==> src/palette_delta_packet_encoder_assert.svh <==
// assertion helpers for the palette delta packet encoder
// clock i_clk and active-low reset i_rst_n are taken from the including scope
`ifndef PALETTE_DELTA_PACKET_ENCODER_ASSERT_SVH
`define PALETTE_DELTA_PACKET_ENCODER_ASSERT_SVH

// same-cycle implication
`define PDPE_ASSERT_IMPL(lbl, ante, cons) \
    lbl: assert property (@(posedge i_clk) disable iff (!i_rst_n) (ante) |-> (cons)) \
        else $error("pdpe assertion failed");

// next-cycle implication
`define PDPE_ASSERT_NEXT(lbl, ante, cons) \
    lbl: assert property (@(posedge i_clk) disable iff (!i_rst_n) (ante) |=> (cons)) \
        else $error("pdpe assertion failed");

`endif

==> src/pdpe_pkg.sv <==
// ----------------------------------------------------------------------------
// pdpe_pkg
// shared constants and types of the palette delta packet encoder
// ----------------------------------------------------------------------------
package pdpe_pkg;

    localparam int MAX_COLORS   = 256;
    localparam int BUFFER_BYTES = 1024;
    localparam int COUNT_W      = $clog2(MAX_COLORS + 1);
    localparam int ADDR_W       = $clog2(BUFFER_BYTES);
    localparam int BYTE_W       = 8;
    localparam int PKT_W        = 16;

    localparam int QUEUE_DEPTH  = 2;
    localparam int QUEUE_PTR_W  = (QUEUE_DEPTH > 1) ? $clog2(QUEUE_DEPTH) : 1;
    localparam int QUEUE_CNT_W  = $clog2(QUEUE_DEPTH + 1);

    // result slots of one command, emitted lowest first
    localparam int SLOT_CNT_PRE = 0;
    localparam int SLOT_SKIP    = 1;
    localparam int SLOT_RED     = 2;
    localparam int SLOT_GREEN   = 3;
    localparam int SLOT_BLUE    = 4;
    localparam int SLOT_CNT_END = 5;
    localparam int SLOT_PKT_LO  = 6;
    localparam int SLOT_PKT_HI  = 7;
    localparam int SLOT_DONE    = 8;
    localparam int SLOT_N       = 9;

    localparam logic KIND_WRITE = 1'b0;
    localparam logic KIND_DONE  = 1'b1;

    localparam logic [ADDR_W-1:0] PKT_LO_ADDR = ADDR_W'(0);
    localparam logic [ADDR_W-1:0] PKT_HI_ADDR = ADDR_W'(1);
    localparam logic [ADDR_W-1:0] FIRST_PTR   = ADDR_W'(2);

    typedef logic [SLOT_N-1:0] t_slot_mask;

    typedef struct packed {
        t_slot_mask          mask;
        logic [ADDR_W-1:0]   cnt_addr;
        logic [BYTE_W-1:0]   cnt_val;
        logic [ADDR_W-1:0]   skip_addr;
        logic [BYTE_W-1:0]   skip_val;
        logic [ADDR_W-1:0]   data_addr;
        logic [BYTE_W-1:0]   red;
        logic [BYTE_W-1:0]   green;
        logic [BYTE_W-1:0]   blue;
        logic [PKT_W-1:0]    pkt_total;
        logic [ADDR_W-1:0]   end_ptr;
    } t_cmd;

    typedef struct packed {
        logic full;
        logic empty;
    } t_q_status;

endpackage

==> src/palette_delta_packet_encoder.sv <==
// ----------------------------------------------------------------------------
// palette_delta_packet_encoder
// encodes palette changes as skip/change packets of buffer byte writes
// ----------------------------------------------------------------------------
// One old/new color pair is taken per cycle while the two-entry command
// queue has room; each pair becomes a command of 0 to 8 output words, and
// the output side sends one word per cycle while i_stall is low and a
// command waits, so the sustained rate is set by the output register: an
// equal color inside a skip run yields no word, an equal color closing a
// run yields 1, a changed color 3 (4 when it opens a packet), and the last
// color of a frame adds up to 4 more (run count, two packet count bytes and
// the done word carrying the length).
// color_count must be written only while the block is idle; the block itself does not enforce this.
module palette_delta_packet_encoder (
    input  logic                          i_clk,
    input  logic                          i_rst_n,
    input  logic                          i_cfg_valid,
    output logic                          o_cfg_ready,
    input  logic [pdpe_pkg::COUNT_W-1:0]  i_cfg_color_count,
    input  logic                          i_valid,
    output logic                          o_stall,
    input  logic [pdpe_pkg::BYTE_W-1:0]   i_old_red,
    input  logic [pdpe_pkg::BYTE_W-1:0]   i_old_green,
    input  logic [pdpe_pkg::BYTE_W-1:0]   i_old_blue,
    input  logic [pdpe_pkg::BYTE_W-1:0]   i_new_red,
    input  logic [pdpe_pkg::BYTE_W-1:0]   i_new_green,
    input  logic [pdpe_pkg::BYTE_W-1:0]   i_new_blue,
    output logic                          o_valid,
    input  logic                          i_stall,
    output logic                          o_kind,
    output logic [pdpe_pkg::ADDR_W-1:0]   o_write_address,
    output logic [pdpe_pkg::BYTE_W-1:0]   o_write_value,
    output logic                          o_last
);
    import pdpe_pkg::*;

`include "palette_delta_packet_encoder_assert.svh"

    logic      accept;
    logic      push;
    logic      pop;
    t_cmd      push_cmd;
    t_cmd      head;
    t_q_status q_status;

    assign o_cfg_ready = 1'b1;
    assign o_stall     = q_status.full;
    assign accept      = i_valid && !q_status.full;

    pdpe_front u_front (
        .i_clk             (i_clk),
        .i_rst_n           (i_rst_n),
        .i_cfg_valid       (i_cfg_valid),
        .i_cfg_color_count (i_cfg_color_count),
        .i_accept          (accept),
        .i_old_red         (i_old_red),
        .i_old_green       (i_old_green),
        .i_old_blue        (i_old_blue),
        .i_new_red         (i_new_red),
        .i_new_green       (i_new_green),
        .i_new_blue        (i_new_blue),
        .o_push            (push),
        .o_cmd             (push_cmd)
    );

    pdpe_queue u_queue (
        .i_clk      (i_clk),
        .i_rst_n    (i_rst_n),
        .i_push     (push),
        .i_push_cmd (push_cmd),
        .i_pop      (pop),
        .o_head     (head),
        .o_status   (q_status)
    );

    pdpe_back u_back (
        .i_clk           (i_clk),
        .i_rst_n         (i_rst_n),
        .i_head          (head),
        .i_q_status      (q_status),
        .o_pop           (pop),
        .i_stall         (i_stall),
        .o_valid         (o_valid),
        .o_kind          (o_kind),
        .o_write_address (o_write_address),
        .o_write_value   (o_write_value),
        .o_last          (o_last)
    );

    // only the done word ends a frame
    `PDPE_ASSERT_IMPL(a_done_is_last, o_valid, o_kind == o_last)
    // a word appears only when a command was waiting
    `PDPE_ASSERT_IMPL(a_word_from_queue, $rose(o_valid), $past(!q_status.empty))
    // a waiting command reaches a free output register in the next cycle
    `PDPE_ASSERT_NEXT(a_queue_drains, !q_status.empty && (!o_valid || !i_stall), o_valid)

endmodule

==> src/pdpe_front.sv <==
// ----------------------------------------------------------------------------
// pdpe_front
// compares each color pair, tracks runs and pointers, and turns the item
// into at most one command for the back end
// ----------------------------------------------------------------------------
module pdpe_front (
    input  logic                          i_clk,
    input  logic                          i_rst_n,
    input  logic                          i_cfg_valid,
    input  logic [pdpe_pkg::COUNT_W-1:0]  i_cfg_color_count,
    input  logic                          i_accept,
    input  logic [pdpe_pkg::BYTE_W-1:0]   i_old_red,
    input  logic [pdpe_pkg::BYTE_W-1:0]   i_old_green,
    input  logic [pdpe_pkg::BYTE_W-1:0]   i_old_blue,
    input  logic [pdpe_pkg::BYTE_W-1:0]   i_new_red,
    input  logic [pdpe_pkg::BYTE_W-1:0]   i_new_green,
    input  logic [pdpe_pkg::BYTE_W-1:0]   i_new_blue,
    output logic                          o_push,
    output pdpe_pkg::t_cmd                o_cmd
);
    import pdpe_pkg::*;

    localparam logic [COUNT_W-1:0] MAX_CNT = COUNT_W'(MAX_COLORS);

    logic [COUNT_W-1:0] r_color_count;
    logic [COUNT_W-1:0] r_color_index, n_color_index;
    logic               r_in_run, n_in_run;
    logic [COUNT_W-1:0] r_skip_run, n_skip_run;
    logic [COUNT_W-1:0] r_change_run, n_change_run;
    logic [ADDR_W-1:0]  r_write_ptr, n_write_ptr;
    logic [ADDR_W-1:0]  r_count_slot, n_count_slot;
    logic [PKT_W-1:0]   r_pkt_total, n_pkt_total;

    logic [COUNT_W-1:0] frame_len;
    logic               is_last;
    logic               equal;
    t_cmd               cmd;

    always_comb begin
        if (r_color_count == '0) begin
            frame_len = COUNT_W'(1);
        end else if (r_color_count > MAX_CNT) begin
            frame_len = MAX_CNT;
        end else begin
            frame_len = r_color_count;
        end
    end

    assign is_last = ({1'b0, r_color_index} + (COUNT_W + 1)'(1)) >= {1'b0, frame_len};
    assign equal   = (i_old_red == i_new_red) && (i_old_green == i_new_green)
                     && (i_old_blue == i_new_blue);

    always_comb begin
        n_color_index = r_color_index;
        n_in_run      = r_in_run;
        n_skip_run    = r_skip_run;
        n_change_run  = r_change_run;
        n_write_ptr   = r_write_ptr;
        n_count_slot  = r_count_slot;
        n_pkt_total   = r_pkt_total;
        cmd           = '0;
        cmd.red       = i_new_red;
        cmd.green     = i_new_green;
        cmd.blue      = i_new_blue;

        if (equal) begin
            if (r_in_run) begin
                cmd.mask[SLOT_CNT_PRE] = 1'b1;
                cmd.cnt_addr           = r_count_slot;
                cmd.cnt_val            = r_change_run[BYTE_W-1:0];
                n_in_run               = 1'b0;
                n_skip_run             = COUNT_W'(1);
            end else if (r_skip_run < MAX_CNT) begin
                n_skip_run = r_skip_run + COUNT_W'(1);
            end
        end else begin
            if (!r_in_run) begin
                // open a packet: skip byte now, count byte when the run closes
                cmd.mask[SLOT_SKIP] = 1'b1;
                cmd.skip_addr       = r_write_ptr;
                cmd.skip_val        = r_skip_run[BYTE_W-1:0];
                n_count_slot        = r_write_ptr + ADDR_W'(1);
                n_write_ptr         = r_write_ptr + ADDR_W'(2);
                n_pkt_total         = r_pkt_total + PKT_W'(1);
                n_change_run        = '0;
                n_skip_run          = '0;
                n_in_run            = 1'b1;
            end
            cmd.mask[SLOT_RED]   = 1'b1;
            cmd.mask[SLOT_GREEN] = 1'b1;
            cmd.mask[SLOT_BLUE]  = 1'b1;
            cmd.data_addr        = n_write_ptr;
            n_write_ptr          = n_write_ptr + ADDR_W'(3);
            if (n_change_run < MAX_CNT) begin
                n_change_run = n_change_run + COUNT_W'(1);
            end
        end

        if (is_last) begin
            if (n_in_run) begin
                cmd.mask[SLOT_CNT_END] = 1'b1;
                cmd.cnt_addr           = n_count_slot;
                cmd.cnt_val            = n_change_run[BYTE_W-1:0];
            end
            cmd.mask[SLOT_PKT_LO] = 1'b1;
            cmd.mask[SLOT_PKT_HI] = 1'b1;
            cmd.mask[SLOT_DONE]   = 1'b1;
            cmd.pkt_total         = n_pkt_total;
            cmd.end_ptr           = n_write_ptr;
            n_color_index         = '0;
            n_in_run              = 1'b0;
            n_skip_run            = '0;
            n_change_run          = '0;
            n_write_ptr           = FIRST_PTR;
            n_count_slot          = '0;
            n_pkt_total           = '0;
        end else begin
            n_color_index = r_color_index + COUNT_W'(1);
        end
    end

    // an equal color inside a skip run produces nothing unless it is the last of the frame
    assign o_push = i_accept && (cmd.mask != '0);
    assign o_cmd  = cmd;

    always_ff @(posedge i_clk) begin
        if (!i_rst_n) begin
            r_color_count <= MAX_CNT;
            r_color_index <= '0;
            r_in_run      <= 1'b0;
            r_skip_run    <= '0;
            r_change_run  <= '0;
            r_write_ptr   <= FIRST_PTR;
            r_count_slot  <= '0;
            r_pkt_total   <= '0;
        end else begin
            if (i_cfg_valid) begin
                r_color_count <= i_cfg_color_count;
            end
            if (i_accept) begin
                r_color_index <= n_color_index;
                r_in_run      <= n_in_run;
                r_skip_run    <= n_skip_run;
                r_change_run  <= n_change_run;
                r_write_ptr   <= n_write_ptr;
                r_count_slot  <= n_count_slot;
                r_pkt_total   <= n_pkt_total;
            end
        end
    end

endmodule

==> src/pdpe_queue.sv <==
// ----------------------------------------------------------------------------
// pdpe_queue
// short command queue between the classifier and the byte sequencer
// ----------------------------------------------------------------------------
module pdpe_queue (
    input  logic                  i_clk,
    input  logic                  i_rst_n,
    input  logic                  i_push,
    input  pdpe_pkg::t_cmd        i_push_cmd,
    input  logic                  i_pop,
    output pdpe_pkg::t_cmd        o_head,
    output pdpe_pkg::t_q_status   o_status
);
    import pdpe_pkg::*;

    t_cmd                   r_entry [QUEUE_DEPTH];
    logic [QUEUE_PTR_W-1:0] r_wr_ptr, n_wr_ptr;
    logic [QUEUE_PTR_W-1:0] r_rd_ptr, n_rd_ptr;
    logic [QUEUE_CNT_W-1:0] r_count, n_count;

    function automatic logic [QUEUE_PTR_W-1:0] ptr_inc(input logic [QUEUE_PTR_W-1:0] p);
        logic [QUEUE_PTR_W-1:0] q;
        if (p == QUEUE_PTR_W'(QUEUE_DEPTH - 1)) begin
            q = '0;
        end else begin
            q = p + QUEUE_PTR_W'(1);
        end
        return q;
    endfunction

    assign o_status.full  = (r_count == QUEUE_CNT_W'(QUEUE_DEPTH));
    assign o_status.empty = (r_count == '0);
    assign o_head         = r_entry[r_rd_ptr];

    always_comb begin
        n_wr_ptr = i_push ? ptr_inc(r_wr_ptr) : r_wr_ptr;
        n_rd_ptr = i_pop ? ptr_inc(r_rd_ptr) : r_rd_ptr;
        n_count  = r_count;
        if (i_push && !i_pop) begin
            n_count = r_count + QUEUE_CNT_W'(1);
        end else if (!i_push && i_pop) begin
            n_count = r_count - QUEUE_CNT_W'(1);
        end
    end

    always_ff @(posedge i_clk) begin
        if (i_push) begin
            r_entry[r_wr_ptr] <= i_push_cmd;
        end
    end

    always_ff @(posedge i_clk) begin
        if (!i_rst_n) begin
            r_wr_ptr <= '0;
            r_rd_ptr <= '0;
            r_count  <= '0;
        end else begin
            r_wr_ptr <= n_wr_ptr;
            r_rd_ptr <= n_rd_ptr;
            r_count  <= n_count;
        end
    end

endmodule

==> src/pdpe_back.sv <==
// ----------------------------------------------------------------------------
// pdpe_back
// walks the slots of the head command and emits one word per cycle into
// the output register unless i_stall holds it
// ----------------------------------------------------------------------------
module pdpe_back (
    input  logic                          i_clk,
    input  logic                          i_rst_n,
    input  pdpe_pkg::t_cmd                i_head,
    input  pdpe_pkg::t_q_status           i_q_status,
    output logic                          o_pop,
    input  logic                          i_stall,
    output logic                          o_valid,
    output logic                          o_kind,
    output logic [pdpe_pkg::ADDR_W-1:0]   o_write_address,
    output logic [pdpe_pkg::BYTE_W-1:0]   o_write_value,
    output logic                          o_last
);
    import pdpe_pkg::*;

    t_slot_mask        r_sent, n_sent;
    t_slot_mask        remain;
    t_slot_mask        pick;
    logic              load;

    logic              r_valid;
    logic              r_kind, n_kind;
    logic [ADDR_W-1:0] r_addr, n_addr;
    logic [BYTE_W-1:0] r_val, n_val;
    logic              r_last, n_last;

    assign remain = i_head.mask & ~r_sent;
    assign pick   = remain & (~remain + t_slot_mask'(1));
    assign load   = !i_q_status.empty && (!r_valid || !i_stall);
    assign o_pop  = load && (remain == pick);

    always_comb begin
        n_kind = KIND_WRITE;
        n_last = 1'b0;
        n_addr = i_head.cnt_addr;
        n_val  = i_head.cnt_val;
        if (pick[SLOT_SKIP]) begin
            n_addr = i_head.skip_addr;
            n_val  = i_head.skip_val;
        end else if (pick[SLOT_RED]) begin
            n_addr = i_head.data_addr;
            n_val  = i_head.red;
        end else if (pick[SLOT_GREEN]) begin
            n_addr = i_head.data_addr + ADDR_W'(1);
            n_val  = i_head.green;
        end else if (pick[SLOT_BLUE]) begin
            n_addr = i_head.data_addr + ADDR_W'(2);
            n_val  = i_head.blue;
        end else if (pick[SLOT_PKT_LO]) begin
            n_addr = PKT_LO_ADDR;
            n_val  = i_head.pkt_total[BYTE_W-1:0];
        end else if (pick[SLOT_PKT_HI]) begin
            n_addr = PKT_HI_ADDR;
            n_val  = i_head.pkt_total[PKT_W-1:BYTE_W];
        end else if (pick[SLOT_DONE]) begin
            // done marker doubles as the zero pad of an odd length
            n_kind = KIND_DONE;
            n_last = 1'b1;
            n_addr = i_head.end_ptr;
            n_val  = '0;
        end
    end

    always_comb begin
        n_sent = r_sent;
        if (load) begin
            n_sent = o_pop ? '0 : (r_sent | pick);
        end
    end

    always_ff @(posedge i_clk) begin
        if (!i_rst_n) begin
            r_valid <= 1'b0;
            r_sent  <= '0;
        end else begin
            r_sent <= n_sent;
            if (load) begin
                r_valid <= 1'b1;
            end else if (!i_stall) begin
                r_valid <= 1'b0;
            end
        end
    end

    always_ff @(posedge i_clk) begin
        if (load) begin
            r_kind <= n_kind;
            r_addr <= n_addr;
            r_val  <= n_val;
            r_last <= n_last;
        end
    end

    assign o_valid         = r_valid;
    assign o_kind          = r_kind;
    assign o_write_address = r_addr;
    assign o_write_value   = r_val;
    assign o_last          = r_last;

endmodule
==> config.mk <==
export PLATFORM = sky130hd
export DESIGN_NAME = palette_delta_packet_encoder
export DESIGN_NICKNAME = d
export VERILOG_FILES = /design/src/pdpe_pkg.sv /design/src/palette_delta_packet_encoder.sv /design/src/pdpe_front.sv /design/src/pdpe_queue.sv /design/src/pdpe_back.sv
export VERILOG_INCLUDE_DIRS = /design/src /design/src/src
export SDC_FILE = /design/constraint.sdc
export NUM_CORES = 1
export LEC_CHECK = 0
export ABC_AREA = 1
export BUFFER_PORTS_ARGS = -buffer_cell sky130_fd_sc_hd__buf_2
export CORE_MARGIN = 5
export CORE_UTILIZATION = 55
export DETAILED_ROUTE_END_ITERATION = 16
export PLACE_DENSITY = 0.76
export SLEW_MARGIN = 10
export SYNTH_ARGS = -nofsm -noshare
export SYNTH_HDL_FRONTEND = slang
export SYNTH_SLANG_ARGS = --single-unit
==> constraint.sdc <==
create_clock -name i_clk -period 6.4 [get_ports i_clk]
set_input_delay 1.28 -clock i_clk [delete_from_list [all_inputs] [get_ports i_clk]]
set_output_delay 1.28 -clock i_clk [all_outputs]
set_load 0.01 [all_outputs]
==> metrics.txt <==
CP Cell Sequence nor4_1 > nand2_1 > nor3_1 > nor2_1 > inv_1 > nand2_1 > ha_1 > nand2_1 > nor2_1 > nand2_1 > nand3_1 > nand2_1 > nand2_1 > nand2_1 > nand3_1 > buf_4 > nor2_4 > nand2_1 > nand2_1 > nor2_4 > buf_4; nets around 2100; post-detail-place hpwl 26.0 mm; Mean Syn Cell Area ~8.1 sq um; DR pass1 iterations 6; number of fill cells in the layout 2472; Req. time, crit path between 6 and 7 ns; final count of negative-setup-slack endpoints 0; Setup Skew 0.0181 ns; register-to-register path setup slack 2.05 ns; Worst Path Arrival roughly 4.5 ns; clock buffer depth 3; core area 0.0285 sq mm; critical path fanouts, max 43; sequential area share after synthesis 53.1%; Synth area leaders edfxtp_1 (42%), nand2_1 (16%), dfxtp_1 (11%), nor2_1 (5.7%), inv_1 (4.3%); vias in the first global route about 13000; Crit path top cell by count nand2_1; area grow syn2layout 11.1%; Final Instance Count excl. Fillers between 2000 and 2500; CTS buffer count 34; Overflow after GRT 0; synthesized flop and latch total 309; CTS sink cnt just over 300; die area around 0.032 sq mm; n_diodes 0; YS warnings 0; hold_buf cts 0; reg2reg end u_queue.r_entry[1][14]; RSZ-0062 raised after global routing false; Gates resized, CTS repair 0; Yosys top cell by area edfxtp_1; Max Freq around 0.23 GHz; syn nets between 2000 and 2500; EDFF count, synth ~220; Cells after Synth around 2000; Place WS approximately 2 ns; layout cell share with drive strength beyond 1 8.86%; type of origin of the critical path flop; Root Driver clkbuf_16; ys async rst share 0%; Rel. slew slack between 20% and 30%; first-pass GRT wire length between 60 and 70 mm; postcts setup bufs 0; drt total wl between 30 and 40 mm; Initial Utilization around 55%; worst hold path depth 2; Die Width roughly 180 microns; largest net degree at the start of global routing 75; initial antenna violation count 0; fin crit share between 60% and 70%; Crit path largest cell delay 0.68 ns; WL per Instance 16.2 microns; cell count after placement about 2400; count of buffers from port buffering 83; Yosys top cell area share between 40% and 50%; Site Rows 62; kind of critical path reg2reg; Reg2Reg Depth 21; Skew-Pair Late Insertion Delay roughly 0.52 ns; DR iter-0 viols between 1000 and 1500; routability cong. slightly above 0.9; Tmin final roughly 4.4 ns; Worst Setup SP u_front.r_color_count[4]; top-level I/O count between 80 and 90; Reg clk slew, reported paths 0.06 ns; Max Slew Vio Count 0; nature of the critical path endpoint flop; power per cell area 287 mW/mm^2; drt drc 0; aggregate global-route resource usage 23.7%; Synth Flop Type edfxtp_1; Via density 5.44; Post-DRT Antenna Nets 0; Worst Hold Class reg2reg; R2R Path Start u_front.r_color_count[4]; MaxCap Viol Count 0; via count between 10000 and 15000; Hold Violations, Final 0; CTS tree yes; Yosys cell types 43; Peak supply drop around 150 uV; run status finished, final reports clean; slowest CP cell nor2_4; Worst Hold Slack between 0.4 and 0.5 ns; Lkg Pwr about 0.0077 uW; Die Y between 150 and 200 microns; H-tree levels 2; worst-margin pin slew between 1 and 1.5 ns; area of the mapped netlist around 0.016 sq mm; crit path to u_queue.r_entry[1][14]; Final WS setup about 2.0 ns
[worst min path at each step]
stage	from	to	slack, ns
after floorplan	u_back.r_sent[1]	u_back.r_sent[1]	0.43
after global placement	u_back.r_sent[5]	u_back.r_sent[5]	0.44
after detailed placement	u_back.r_sent[1]	u_back.r_sent[1]	0.45
after CTS	u_back.r_sent[1]	u_back.r_sent[1]	0.46
after global routing	u_back.r_sent[1]	u_back.r_sent[1]	0.47
final	u_back.r_sent[1]	u_back.r_sent[1]	0.46
[layout by cell type (no fill, tap or decap), types with 8 or more instances in the layout]
cell type / synthesis / final
a21oi_1: 95 / 95
a22oi_1: 9 / 9
a31oi_1: 14 / 14
buf_2: 20 / 83
buf_4: 6 / 17
clkbuf_1: 55 / 9
clkbuf_16: 0 / 35
dfxtp_1: 88 / 87
edfxtp_1: 221 / 221
ha_1: 21 / 21
inv_1: 181 / 181
mux2i_1: 10 / 10
nand2_1: 656 / 656
nand3_1: 75 / 74
nand4_1: 11 / 11
nor2_1: 242 / 238
nor3_1: 9 / 9
o21ai_0: 101 / 101
o21ai_1: 13 / 12
o21bai_1: 10 / 10
o22ai_1: 18 / 18
or2_2: 8 / 8
xor2_1: 50 / 50
[synth_stat cells, types with 2 or more instances]
| cell type | count |
|---|---|
| inv_1 | 181 |
| nor3_1 | 9 |
| buf_2 | 20 |
| o21a_1 | 4 |
| clkbuf_1 | 55 |
| or2_2 | 8 |
| inv_2 | 3 |
| nand3b_1 | 2 |
| mux2i_1 | 10 |
| nor2_4 | 4 |
| o21ai_0 | 101 |
| a31oi_1 | 14 |
| a22oi_1 | 9 |
| o21bai_1 | 10 |
| nand2_2 | 2 |
| buf_1 | 2 |
| nand2_1 | 656 |
| a21oi_1 | 95 |
| ha_1 | 21 |
| buf_4 | 6 |
| xor2_1 | 50 |
| dfxtp_1 | 88 |
| and2_1 | 2 |
| nand4_1 | 11 |
| xnor2_1 | 3 |
| nor2_1 | 242 |
| clkinv_1 | 4 |
| nor2_2 | 4 |
| o21ai_1 | 13 |
| o22ai_1 | 18 |
| edfxtp_1 | 221 |
| nand3_1 | 75 |
[state kept, by name (all words and copies together), names as in the netlist, 2 cells and up, named ones only]
name	cells
u_queue.r_entry	202
u_front.r_pkt_total	16
u_back.o_write_address	10
u_front.r_count_slot	10
u_front.r_write_ptr	10
u_back.r_sent	9
u_front.r_change_run	9
u_front.r_color_count	9
u_front.r_color_index	9
u_front.r_skip_run	9
u_back.o_write_value	8
u_queue.r_count	2
[kinds of logic (layout without fill, tap and decap cells)]
kind of cell,count (synthesis),after routing,synth area share [%]
compound gates,268,268,9.16
xor+xnor,53,53,2.93
fa+ha+maj,21,21,1.66
buf+inv,271,348,6.73
flops,309,309,53.1
mux,10,10,0.633
other cells,1,1,0.0237
simple gates,1021,1021,25.8
[routing by layer]
metal,routed length [microns],track usage (%)
met3,3150,4.51
met2,18500,39.5
met4,1080,7.22
met5,0,0
met1,16300,31.6
[critical path, delay by kind of cell, from the launching register on]
| kind | cells | cell delay, ns |
|---|---|---|
| DFF | 1 | 0.32 |
| and+or+nand+nor | 17 | 2.33 |
| adders and majority gates | 1 | 0.29 |
| buffers and inverters | 3 | 0.99 |
[power breakdown]
part / internal [uW] / leakage [uW] / total [uW] / switching (uW)
logic: 232 / 0.00437 / 774 / 541
clock network: 1070 / 0.000510 / 1840 / 773
registers: 2350 / 0.00284 / 2430 / 77.5
[cell type report]
type / count / area [sq um] / share of cell area (%)
sequential: 309 / 8400 / 47.8
multi-input combinational: 1374 / 6390 / 36.4
clock buffer: 46 / 937 / 5.33
inverter: 188 / 706 / 4.02
timing repair buffer: 100 / 543 / 3.09
tap: 384 / 480 / 2.73
clock inverter: 14 / 109 / 0.619
[metrics by stage]
step / utilization (%) / area (sq um) / total power [uW] / setup TNS (ns)
floorplan: - / 15800 / 2980 / -95.15
global placement: 57.9 / 16500 / 3210 / 0
detailed placement: 57.9 / 16500 / 3230 / 0
CTS: 61.6 / 17600 / 5060 / 0
global route: 61.6 / 17600 / 5270 / 0
finish: 61.6 / 17600 / 5050 / 0
Power figures use the tool's default switching activity.
